File: src/rtl/irst_pkg.sv
// ----------------------------------------------------------------------------
// irst_pkg
// Shared types, constants and the address mix function of the reputation
// score table.
// ----------------------------------------------------------------------------
package irst_pkg;

    localparam int BUCKETS_DEFAULT = 1024;
    localparam int WAYS_DEFAULT    = 4;

    localparam int ADDR_W   = 32;
    localparam int SCORE_W  = 7;
    localparam int MASK_W   = 32;
    localparam int DAMAGE_W = 9;
    localparam int KIND_W   = 5;
    localparam int REC_W    = 8;
    localparam int COUNT_W  = 13;

    localparam logic [SCORE_W-1:0] FULL_SCORE = 7'd100;
    localparam logic [COUNT_W-1:0] COUNT_MAX  = 13'd8191;

    // Six mix rounds of the bucket hash
    localparam logic [2:0] HASH_ROUNDS = 3'd6;

    typedef enum logic [1:0] {
        OP_LOOKUP = 2'd0,
        OP_UPDATE = 2'd1,
        OP_DECAY  = 2'd2,
        OP_NONE   = 2'd3
    } op_t;

    // One stored slot
    typedef struct packed {
        logic               valid;
        logic [ADDR_W-1:0]  address;
        logic [SCORE_W-1:0] score;
        logic [MASK_W-1:0]  mask;
    } entry_t;

    localparam int ENTRY_W = $bits(entry_t);

    // Controller to datapath
    typedef struct packed {
        logic capture;
        logic hash_go;
        logic mod_go;
        logic scan_go;
        logic decay_go;
        logic clear_go;
        logic result_go;
    } cmd_t;

    // Datapath to controller
    typedef struct packed {
        logic hash_last;
        logic mod_last;
        logic scan_last;
        logic sweep_last;
    } status_t;

    // One round of the integer mix hash
    function automatic logic [31:0] hash_round(input logic [31:0] h, input logic [2:0] idx);
        logic [31:0] r;
        begin
            case (idx)
                3'd0:    r = (h + 32'h7ed55d16) + (h << 12);
                3'd1:    r = (h ^ 32'hc761c23c) ^ (h >> 19);
                3'd2:    r = (h + 32'h165667b1) + (h << 5);
                3'd3:    r = (h + 32'hd3a2646c) ^ (h << 9);
                3'd4:    r = (h + 32'hfd7046c5) + (h << 3);
                3'd5:    r = (h ^ 32'hb55a4f09) ^ (h >> 16);
                default: r = h;
            endcase
            return r;
        end
    endfunction

endpackage

File: src/rtl/irst_ctrl.sv
// ----------------------------------------------------------------------------
// irst_ctrl
// Sequencer: clearing pass, hash, reduction, way scan or decay sweep, and
// the hand-off of each result word.
// ----------------------------------------------------------------------------
module irst_ctrl (
    input  logic              clk,
    input  logic              rst_n,
    input  logic              in_valid,
    output logic              in_stall,
    input  logic [1:0]        operation,
    output logic              out_valid,
    input  logic              out_stall,
    output irst_pkg::cmd_t    cmd,
    input  irst_pkg::status_t status
);

    import irst_pkg::*;

    typedef enum logic [2:0] {
        S_CLEAR,
        S_IDLE,
        S_HASH,
        S_MOD,
        S_SCAN,
        S_DECAY,
        S_EVAL,
        S_FINISH
    } state_t;

    state_t state_reg;
    state_t state_next;
    logic   out_valid_reg;
    logic   out_free;

    assign in_stall  = (state_reg != S_IDLE);
    assign out_valid = out_valid_reg;
    assign out_free  = !out_valid_reg || !out_stall;

    // Next state and commands
    always_comb
    begin
        state_next = state_reg;
        cmd        = '0;
        unique case (state_reg)
            S_CLEAR:
            begin
                cmd.clear_go = 1'b1;
                if (status.sweep_last)
                begin
                    state_next = S_IDLE;
                end
            end
            S_IDLE:
            begin
                if (in_valid)
                begin
                    cmd.capture = 1'b1;
                    unique case (op_t'(operation))
                        OP_LOOKUP, OP_UPDATE: state_next = S_HASH;
                        OP_DECAY:             state_next = S_DECAY;
                        OP_NONE:              state_next = S_FINISH;
                    endcase
                end
            end
            S_HASH:
            begin
                cmd.hash_go = 1'b1;
                if (status.hash_last)
                begin
                    state_next = S_MOD;
                end
            end
            S_MOD:
            begin
                cmd.mod_go = 1'b1;
                if (status.mod_last)
                begin
                    state_next = S_SCAN;
                end
            end
            S_SCAN:
            begin
                cmd.scan_go = 1'b1;
                if (status.scan_last)
                begin
                    state_next = S_EVAL;
                end
            end
            S_DECAY:
            begin
                cmd.decay_go = 1'b1;
                if (status.sweep_last)
                begin
                    state_next = S_EVAL;
                end
            end
            S_EVAL:
            begin
                state_next = S_FINISH;
            end
            S_FINISH:
            begin
                if (out_free)
                begin
                    cmd.result_go = 1'b1;
                    state_next    = S_IDLE;
                end
            end
        endcase
    end

    // State and output valid
    always_ff @(posedge clk or negedge rst_n)
    begin
        if (!rst_n)
        begin
            state_reg     <= S_CLEAR;
            out_valid_reg <= 1'b0;
        end
        else
        begin
            state_reg <= state_next;
            if (cmd.result_go)
            begin
                out_valid_reg <= 1'b1;
            end
            else if (!out_stall)
            begin
                out_valid_reg <= 1'b0;
            end
        end
    end

    // A result is only loaded into a free output register
    a_load_free: assert property (@(posedge clk) disable iff (!rst_n)
        cmd.result_go |-> (!out_valid_reg || !out_stall))
        else $error("result loaded over a waiting word");

    // An accepted word always leaves the idle state
    a_accept_busy: assert property (@(posedge clk) disable iff (!rst_n)
        (in_valid && !in_stall) |=> in_stall)
        else $error("accepted word did not start work");

    // No table access while idle
    a_idle_quiet: assert property (@(posedge clk) disable iff (!rst_n)
        (state_reg == S_IDLE) |-> !(cmd.scan_go || cmd.decay_go || cmd.clear_go))
        else $error("table access while idle");

    // Result valid rises only after a finish step
    a_valid_rise: assert property (@(posedge clk) disable iff (!rst_n)
        $rose(out_valid_reg) |-> $past(state_reg == S_FINISH))
        else $error("result valid without a finished word");

endmodule

File: config.mk
export PLATFORM = sky130hd
export DESIGN_NAME = irst_ctrl
export DESIGN_NICKNAME = d
export VERILOG_FILES = /design/src/rtl/irst_pkg.sv /design/src/rtl/irst_ctrl.sv
export SDC_FILE = /design/constraint.sdc
export NUM_CORES = 1
export LEC_CHECK = 0
export ABC_AREA = 1
export BUFFER_PORTS_ARGS = -buffer_cell sky130_fd_sc_hd__buf_2
export CAP_MARGIN = 20
export CORE_AREA = 2 2 39 41
export DETAILED_ROUTE_END_ITERATION = 8
export DIE_AREA = 0 0 41 43
export MAX_ROUTING_LAYER = met4
export PLACE_DENSITY = 0.63
export SLEW_MARGIN = 20
export SYNTH_ARGS = -nofsm -noshare
export SYNTH_HDL_FRONTEND = slang
export SYNTH_SLANG_ARGS = --single-unit
File: constraint.sdc
create_clock -name clk -period 2.4 [get_ports clk]
set_input_delay 0.12 -clock clk [delete_from_list [all_inputs] [get_ports clk]]
set_output_delay 0.12 -clock clk [all_outputs]
set_load 0.01 [all_outputs]
==> Word level (Yosys, flattened, before mapping) <==
Index checks and enable logic that the tools add are counted.
{ "word_totals": {"ff_bits": 4, "elab_cells": 48} }
{ "op_classes": {"eq_ne": 19, "muxes": 20, "n_reduce_logical": 7} }
{ "op_table": {"columns": ["op", "n"], "rows": [
  ["one-hot mux 3 bit (8 select lines)", 1],
  ["two-way mux 3 bit", 7],
  ["!= test 2 bit, second input constant", 7],
  ["equality test 3 bit, second input constant", 4],
  ["two-way mux 1 bit", 11],
  ["one-hot mux 3 bit (3 select lines)", 1],
  ["AND reduction 7 bit", 1],
  ["equality test 3 x 2 -> 1 bit, second input constant", 2],
  ["equality test 2 bit, second input constant", 2],
  ["equality test 3 x 1 -> 1 bit, second input constant", 1],
  ["zero test 3 bit", 1],
  ["!= test 3 x 1 -> 1 bit, second input constant", 1],
  ["equality test 2 x 1 -> 1 bit, second input constant", 1],
  ["zero test 1 bit", 2],
  ["zero test 2 bit", 1],
  ["!= test 2 x 1 -> 1 bit, second input constant", 1],
  ["OR reduction 2 bit", 1],
  ["logical OR 1 bit", 1]
]} }

==> Depth between registers and ports, before layout <==
Gate-level depths: netlist (run 1).
{ "depth": {"ltp_word": 5, "ltp_mapped": 9, "ltp_nobuf": 8} }

==> Worst setup path before layout (run 1) <==
OpenSTA, ideal clock, no wires.
{ "synth_timing": {"path_type": "flip-flop to flip-flop", "start": "register state_reg[1]", "end": "register state_reg[0]", "arrival_time_ps": 1016, "required_ps": 2284, "setup_slack_ps": 1267, "stages_incl_launch_ff": 10, "synth_period_minus_slack_ps": 1133, "cell_sequence": "dfrtp_1 -> buf_6 -> nand2_2 -> nor2_4 -> nand2_2 -> nand2_2 -> nor2_2 -> nand2_2 -> nand2_1 -> nand2_1"} }
{ "synth_between": {"elab_chain_len": 3} }
{ "synth_rtl": {"columns": ["element", "line_no", "rtl"], "rows": [
  ["from (decl)", "irst_ctrl.sv:31", "state_t state_reg;"],
  ["from (signal assigned)", "irst_ctrl.sv:123", "state_reg <= state_next;"],
  ["equality test 3 bit (tied with other cells)", "irst_ctrl.sv:45", "unique case (state_reg)"],
  ["!= test 2 bit (no line)", null, null],
  ["AND reduction 7 bit (no line)", null, null]
]} }
Parallel ways exist; a longest one is shown, timed or not.
A chain may end at the register's enable or synchronous reset.

==> key figures, run 1 <==
Run status
  • Run status: finished clean

Detailed routing
  • Number of DRC violations after detailed-routing iteration 0: 5
  • Via-to-Cell Ratio: about 4.4
  • Residual DRC count: 0
  • Total number of vias: ~440
  • Pre-antenna DRT Iters: 4
  • Detail-routed net length per standard cell: around 8.8 um
  • Antenna Nets Post-Route: 0
  • Final Routed Wirelength: about 870 um

Global route
  • First-pass GRT wire length: roughly 1.5 mm
  • Pin count of the biggest net entering global routing: 13
  • Most utilized layer in the global route result: met2
  • Remaining Overflow, GRT: 0
  • Met2 Resource Use GR: 18.13%
  • Number of antenna violations at the first check in global routing: 0
  • Global Route Usage Sum: between 10% and 20%
  • Met3 Use GR: around 3.1%
  • Vias in the first global route: 377
  • Fraction of met1 tracks used by global routing: around 16%

Clock tree
  • Post-cts sizing count: 0
  • Number of clock buffers inserted by TritonCTS: 3
  • Source-to-sink clock delay at the later pin of the worst-skew pair: about 230 ps
  • Clock sink count: 4
  • TritonCTS clock tree: done
  • Cts-stage hold buffer count: 1
  • Clock Path Buffers: 2
  • Number of H-tree levels: 1
  • Post-CTS setup repair buffer count: 0
  • Clock transition at the registers of the reported paths: roughly 40 ps
  • Root buf cell: sky130_fd_sc_hd__clkbuf_4

Synthesis
  • Register bit count reported by yosys: 4
  • Cell type with the highest aggregate area in the netlist: sky130_fd_sc_hd__dfrtp_1
  • Fraction of synthesized cell area taken by the top area cell type: 24.10%
  • Adder-cell area share of the yosys netlist: 0%
  • Xor and xnor fraction of the mapped netlist area: 0%
  • Fraction of synthesized area in multiplexers: 0%
  • Area of the mapped netlist: just over 400 um^2
  • Compound-gate portion of the synthesized area: 3.614%
  • Cell count after synthesis: 64
  • Basic-gate share of the synthesized area counting and, or, nand and nor cells: ~54%
  • Sequential share of the synthesized area: between 20% and 30%
  • Average size of a mapped cell: approximately 6.5 um^2
  • Unique cell type count in the Yosys netlist: 15
  • Leading cell types by total area after synthesis: sky130_fd_sc_hd__dfrtp_1, sky130_fd_sc_hd__nand2_1, sky130_fd_sc_hd__inv_1, sky130_fd_sc_hd__nand2_2, sky130_fd_sc_hd__nand3_1
  • Warning count from the yosys run: 0
  • Post-Synthesis Net Count: 74
  • Combinational family with the most area after synthesis: simple AND/OR/NAND/NOR gates

Hold path
  • HP Class: in2reg

Setup path
  • Type of element capturing the critical path: output port
  • Sort of element at the start of the critical path: flip-flop
  • Top fanout value on the critical path: 10
  • Arrival time at the worst endpoint: 1320 ps
  • Type of the worst setup path: reg2out
  • Worst R2R Setup Slack: just over 1000 ps
  • CP Data Required Time: around 2300 ps

Layout
  • Highest-count cells in the layout ignoring fill and taps: sky130_fd_sc_hd__buf_2, sky130_fd_sc_hd__nand2_1, sky130_fd_sc_hd__inv_1
  • Post-layout nets: 95
  • Final design instance area without fill: about 520 um^2
  • Count of antenna diodes in the layout: 0
  • Final Instance Count excl. Fillers: between 90 and 100
  • Filler cell count: 155
  • Fraction of final layout cells with drive strength greater than 1: 40.96%
  • Layout overhead on the synthesized area: 26.20%
  • Multi-input logic area: between 200 and 250 um^2
  • Sequential cell area: between 100 and 150 um^2
  • Most common cell after layout, fill and taps aside: sky130_fd_sc_hd__buf_2
  • Max reg flops: 3

Placement
  • Placed cell area: about 490 um^2
  • Count of placed standard cells including taps: 95
  • Final estimated routing congestion in global placement: ~0.87
  • # port buffers: 18
  • Detailed placement HPWL: 704.7 um
  • Pre-CTS setup slack: 1024 ps

STA
  • Peak clock frequency supported by timing: between 600 and 700 MHz
  • Final count of pins violating max slew: 0
  • Final setup slack of the worst path: roughly 960 ps
  • Remaining max-slew budget at the tightest pin: 70.71%
  • Worst clock skew: roughly 2.2 ps
  • Time the worst path needs with I/O delays and setup: between 1000 and 1500 ps
  • Final count of negative-setup-slack endpoints: 0
  • Setup repair after global routing missed its margin: no
  • Worst hold slack after final layout: approximately 130 ps
  • Tcrit/Tclk final: between 60% and 70%
  • Worst Tran Pin Value: approximately 440 ps
  • Setup TNS: 0 ps
  • Final count of hold timing violations: 0

Power
  • Power density relative to cell area: around 1300 nW/um^2
  • Leak pwr: between 0.0003 and 0.0004 uW
  • Highest ir drop seen on vdd: roughly 0.35 mV

Die
  • Standard-cell row count: 14
  • Die Height: 43 um
  • Total Die Area: approximately 1800 um^2
  • X dimension of the die: roughly 41 um
  • Initial standard-cell utilization of the core: 30.02%
  • Core ar.: between 1000 and 1500 um^2
  • I/O Pins: 19

Run
  • Total of max-cap violations: 0
power by group:
| group | switching, uW | internal [uW] | total, uW |
|---|---|---|---|
| clock | 24.8 | 55.7 | 80.5 |
| combinational | 244 | 167 | 412 |
| sequential | 91.7 | 105 | 196 |
layer usage:
layer,part of all wire [%],vias up
met1,45,190
met4,0,0
met5,0,-
met3,6.9,0
met2,48,12
li1,-,235
cells by family after synthesis:
| group | count (synthesis) |
|---|---|
| AO/OA/AOI/OAI | 3 |
| buffers and inverters | 14 |
| flip-flops | 4 |
| AND/OR/NAND/NOR | 43 |
worst max-delay path: stages (launching register included):
cell and delay (ps):
sky130_fd_sc_hd__dfrtp_1 600, sky130_fd_sc_hd__nand3_1 230, sky130_fd_sc_hd__nor2_1 130, sky130_fd_sc_hd__buf_2 140
per-stage QoR:
stage               total power [uW]  utilization, %
floorplan                      548.7               -
global placement               608.4           35.53
detailed placement             611.7           35.53
CTS                            697.8           37.88
global route                   771.7           37.88
finish                         688.5           37.88
worst paths after layout:
kind,startpoint,end,depth (start not counted)
worst min register to register,out_valid,out_valid,2
worst max-delay path,state_reg[2],cmd[0],3
max in group asynchronous,rst_n,state_reg[0],2
worst min-delay path,out_stall,out_valid,3
worst max register to register,state_reg[0],state_reg[0],7
min in group asynchronous,rst_n,out_valid,2
layout make-up:
class	instances	area share, %
repair buffers	19	19.09
flip-flops and latches	4	19.09
clock buffers	3	4.296
multi-input cells	46	45.82
inverters	11	7.876
well taps	16	3.819
synth_stat cells (all sizes together):
library cell	number
nor2	12
nand4	2
buf	3
nand2	20
nand3	8
inv	11
nor3	1
dfrtp	4
a21oi	2
o21ai	1
Note: power is estimated with default switching activity, not from simulation.
==> run 2, diff against run 1 <==
--- a/config.mk
+++ b/config.mk
@@ -12,7 +12,7 @@
 export DETAILED_ROUTE_END_ITERATION = 8
 export DIE_AREA = 0 0 41 43
 export MAX_ROUTING_LAYER = met4
-export PLACE_DENSITY = 0.63
+export PLACE_DENSITY = 0.65
 export SLEW_MARGIN = 20
 export SYNTH_ARGS = -nofsm -noshare
 export SYNTH_HDL_FRONTEND = slang
==> constraint.sdc (replaced) <==
create_clock -name clk -period 1.29 [get_ports clk]
set_input_delay 0.0645 -clock clk [delete_from_list [all_inputs] [get_ports clk]]
set_output_delay 0.0645 -clock clk [all_outputs]
set_load 0.01 [all_outputs]
==> run 2 against run 1 <==
Effect of this change:
- combinational power increased to 3.0 times the previous value
- routed wire length increased by 27%
- sequential power increased by 72%
- flip-flop and latch count unchanged
- die area unchanged
- critical path depth increased by 2
- register-to-register slack got worse by 980 ps
- non-clock buffer count increased by 14
- hold slack got worse by 58 ps
- final area increased by 24%
- first-iteration DRC count increased by 40%
- sequential share of layout area decreased by 3.2 points
==> key figures, run 2 (synthesis results as in run 1) <==
Power
  • Leak pwr: 0.0003956 uW (+20%)
  • Power after layout: 1717 uW (+150%)
  • Share of total power consumed by net switching: 47.36% (-5.1 points)
  • Comb pwr share: 71.4% (+12 points)
  • Switching Power: 813.0 uW (+130%)
  • Highest ir drop seen on vdd: 0.8692 mV (+150%)
  • Cell internal pwr: 903.8 uW (+180%)
  • Part of the power in the clock network: 8.9% (-2.8 points)
  • Portion of total power attributed to sequential cells: 19.6% (-8.9 points)
  • Power density relative to cell area: 2634 nW/um^2 (+100%)

Placement
  • Detailed placement HPWL: 715.9 um (+1.6%)
  • Count of placed standard cells including taps: 100 (+5.3%)
  • Final estimated routing congestion in global placement: 0.8491 (-2.7%)
  • # port buffers: 18 (unchanged)
  • Pre-CTS setup slack: -3.395 ps (-1027 ps)

Clock tree
  • TritonCTS clock tree: done
  • Clock transition at the registers of the reported paths: 30 ps (about the same)
  • Number of clock buffers inserted by TritonCTS: 3 (unchanged)
  • Source-to-sink clock delay at the later pin of the worst-skew pair: 240 ps (about the same)
  • Number of H-tree levels: 1 (unchanged)
  • Root buf cell: sky130_fd_sc_hd__clkbuf_4
  • Clock sink count: 4 (unchanged)
  • Clock Path Buffers: 2 (unchanged)

Layout
  • Core utilization of the finished layout: 47.11% (+9.2 points)
  • Max reg flops: 3 (unchanged)
  • Filler cell count: 146 (-5.8%)
  • Count of antenna diodes in the layout: 0 (unchanged)
  • Highest-count cells in the layout ignoring fill and taps: sky130_fd_sc_hd__buf_2, sky130_fd_sc_hd__buf_4, sky130_fd_sc_hd__nand2_1
  • Post-layout nets: 109 (+15%)
  • Fraction of final layout cells with drive strength greater than 1: 57.73% (+17 points)
  • Final Instance Count excl. Fillers: 113 (+14%)
  • Most common cell after layout, fill and taps aside: sky130_fd_sc_hd__buf_2
  • Layout overhead on the synthesized area: 56.93%

Detailed routing
  • Final Routed Wirelength: 1.104 mm (+27%)
  • Residual DRC count: 0 (unchanged)
  • Via-to-Cell Ratio: 4.513 (+2.2%)
  • Total number of vias: 510 (+17%)
  • Number of DRC violations after detailed-routing iteration 0: 7 (+2)
  • Pre-antenna DRT Iters: 4 (unchanged)
  • Detail-routed net length per standard cell: 9.770 um (+11%)
  • Antenna Nets Post-Route: 0 (unchanged)

Die
  • Standard-cell row count: 14 (unchanged)
  • I/O Pins: 19 (unchanged)
  • X dimension of the die: 41 um (unchanged)
  • Total Die Area: 1763 um^2 (unchanged)
  • Initial standard-cell utilization of the core: 30.02% (unchanged)
  • Core ar.: 1384 um^2 (unchanged)
  • Die Height: 43 um (unchanged)

Setup path
  • Top fanout value on the critical path: 7 (-3)
  • Slowest cell on the critical path: sky130_fd_sc_hd__dfrtp_2
  • Cell family contributing the most delay on the critical path: flip-flops
  • Sort of element at the start of the critical path: flip-flop
  • CP Data Required Time: 1230 ps (-1050 ps)
  • Type of element capturing the critical path: output port
  • Arrival time at the worst endpoint: 1210 ps (-110 ps)
  • Largest stage delay on the critical path: 460 ps (-140 ps)
  • Type of the worst setup path: reg2out
  • Ordered cell list for the critical path: inv_2 -> nand2_2 -> buf_4 -> nor2_1 -> buf_2
  • Crit path buf inv count: 3 (+2)

Hold path
  • HP Class: in2reg

Global route
  • Remaining Overflow, GRT: 0 (unchanged)
  • Vias in the first global route: 384 (+1.9%)
  • Global Route Usage Sum: 12.82% (-0.090 points)
  • First-pass GRT wire length: 1.462 mm (-1.9%)
  • Number of antenna violations at the first check in global routing: 0 (unchanged)
  • Pin count of the biggest net entering global routing: 8 (-5)

Run status
  • Run status: finished clean

STA
  • Worst Tran Pin Value: 189.7 ps (-249.6 ps)
  • Final count of negative-setup-slack endpoints: 0 (unchanged)
  • Final setup slack of the worst path: 14.33 ps (-942.7 ps)
  • Setup TNS: 0 ps (unchanged)
  • Time the worst path needs with I/O delays and setup: about 1300 ps
  • Setup repair after global routing missed its margin: yes
  • Tcrit/Tclk final: approximately 100%
  • Peak clock frequency supported by timing: 783.9 MHz
  • Final count of hold timing violations: 0 (unchanged)
  • Remaining max-slew budget at the tightest pin: 87.28% (+17 points)
  • Worst clock skew: 5.078 ps (+2.923 ps)
  • Final count of pins violating max slew: 0 (unchanged)

Run
  • Total of max-cap violations: 0 (unchanged)
run 2: changes by cell type in the layout (fill, tap and decap cells not counted), moves of 2 or more:
cell                      previous run  this run
sky130_fd_sc_hd__buf_4               0        13
sky130_fd_sc_hd__nand2_1            14        12
sky130_fd_sc_hd__dfrtp_1             4         1
sky130_fd_sc_hd__dfrtp_2             0         3
sky130_fd_sc_hd__nand2_2             6         8
run 2: worst min-delay path: stages:
cell and delay, ps:
sky130_fd_sc_hd__buf_2 70, sky130_fd_sc_hd__nand2_1 60, sky130_fd_sc_hd__nand2_1 70
run 2: stage by stage:
| stage | area (um^2) | hold WS (ps) |
|---|---|---|
| floorplan | 415.4 | -231.1 |
| global placement | 529.3 | -130.5 |
| detailed placement | 529.3 | -130.9 |
| CTS | 603.1 | 67.70 |
| global route | 651.9 | 95.64 |
| finish | 651.9 | 67.54 |
run 2: path summary, 6_finish.rpt:
path                                end          from  cells after the start  slack [ps]
setup / recovery                 cmd[5]  state_reg[0]                      5          10
hold / removal                out_valid     out_stall                      3          70
setup reg to reg           state_reg[1]  state_reg[1]                      8          50
hold reg to reg               out_valid     out_valid                      2         490
max in group asynchronous  state_reg[0]         rst_n                      2        1010
min in group asynchronous  state_reg[1]         rst_n                      2         150
run 2: power by group through the flow:
stage | combinational (uW) | clock, uW | sequential [uW]
after floorplan | 778 | 0 | 243
after global placement | 887 | 0 | 358
after detailed placement | 891 | 0 | 360
after CTS | 1050 | 155 | 332
after global routing | 1340 | 170 | 351
final | 1230 | 153 | 337
run 2: routing by layer:
metal / wire length, um / GRT usage (%)
met4: 27 / 6.000
met1: 478 / 15.69
met5: 0 / -
met3: 59 / 3.141
met2: 539 / 19.06
run 2: cell type report:
type	count	area (um^2)	area share [%]
timing repair buffer	33	209.0	32.05
tap	16	20.02	3.071
sequential	4	103.9	15.93
inverter	11	41.29	6.334
multi-input combinational	46	255.2	39.16
clock buffer	3	22.52	3.455
run 2: repair_timing:
| action | in CTS | in global routing |
|---|---|---|
| endpoints found under the hold margin | 4 | 0 |
| resized for setup | 3 | 6 |
| gates cloned | 0 | 0 |
| endpoints found under the setup margin | 8 | 10 |
| pin swaps | 0 | 2 |
| buffers inserted | 5 | 5 |
| hold buffers | 1 | 0 |
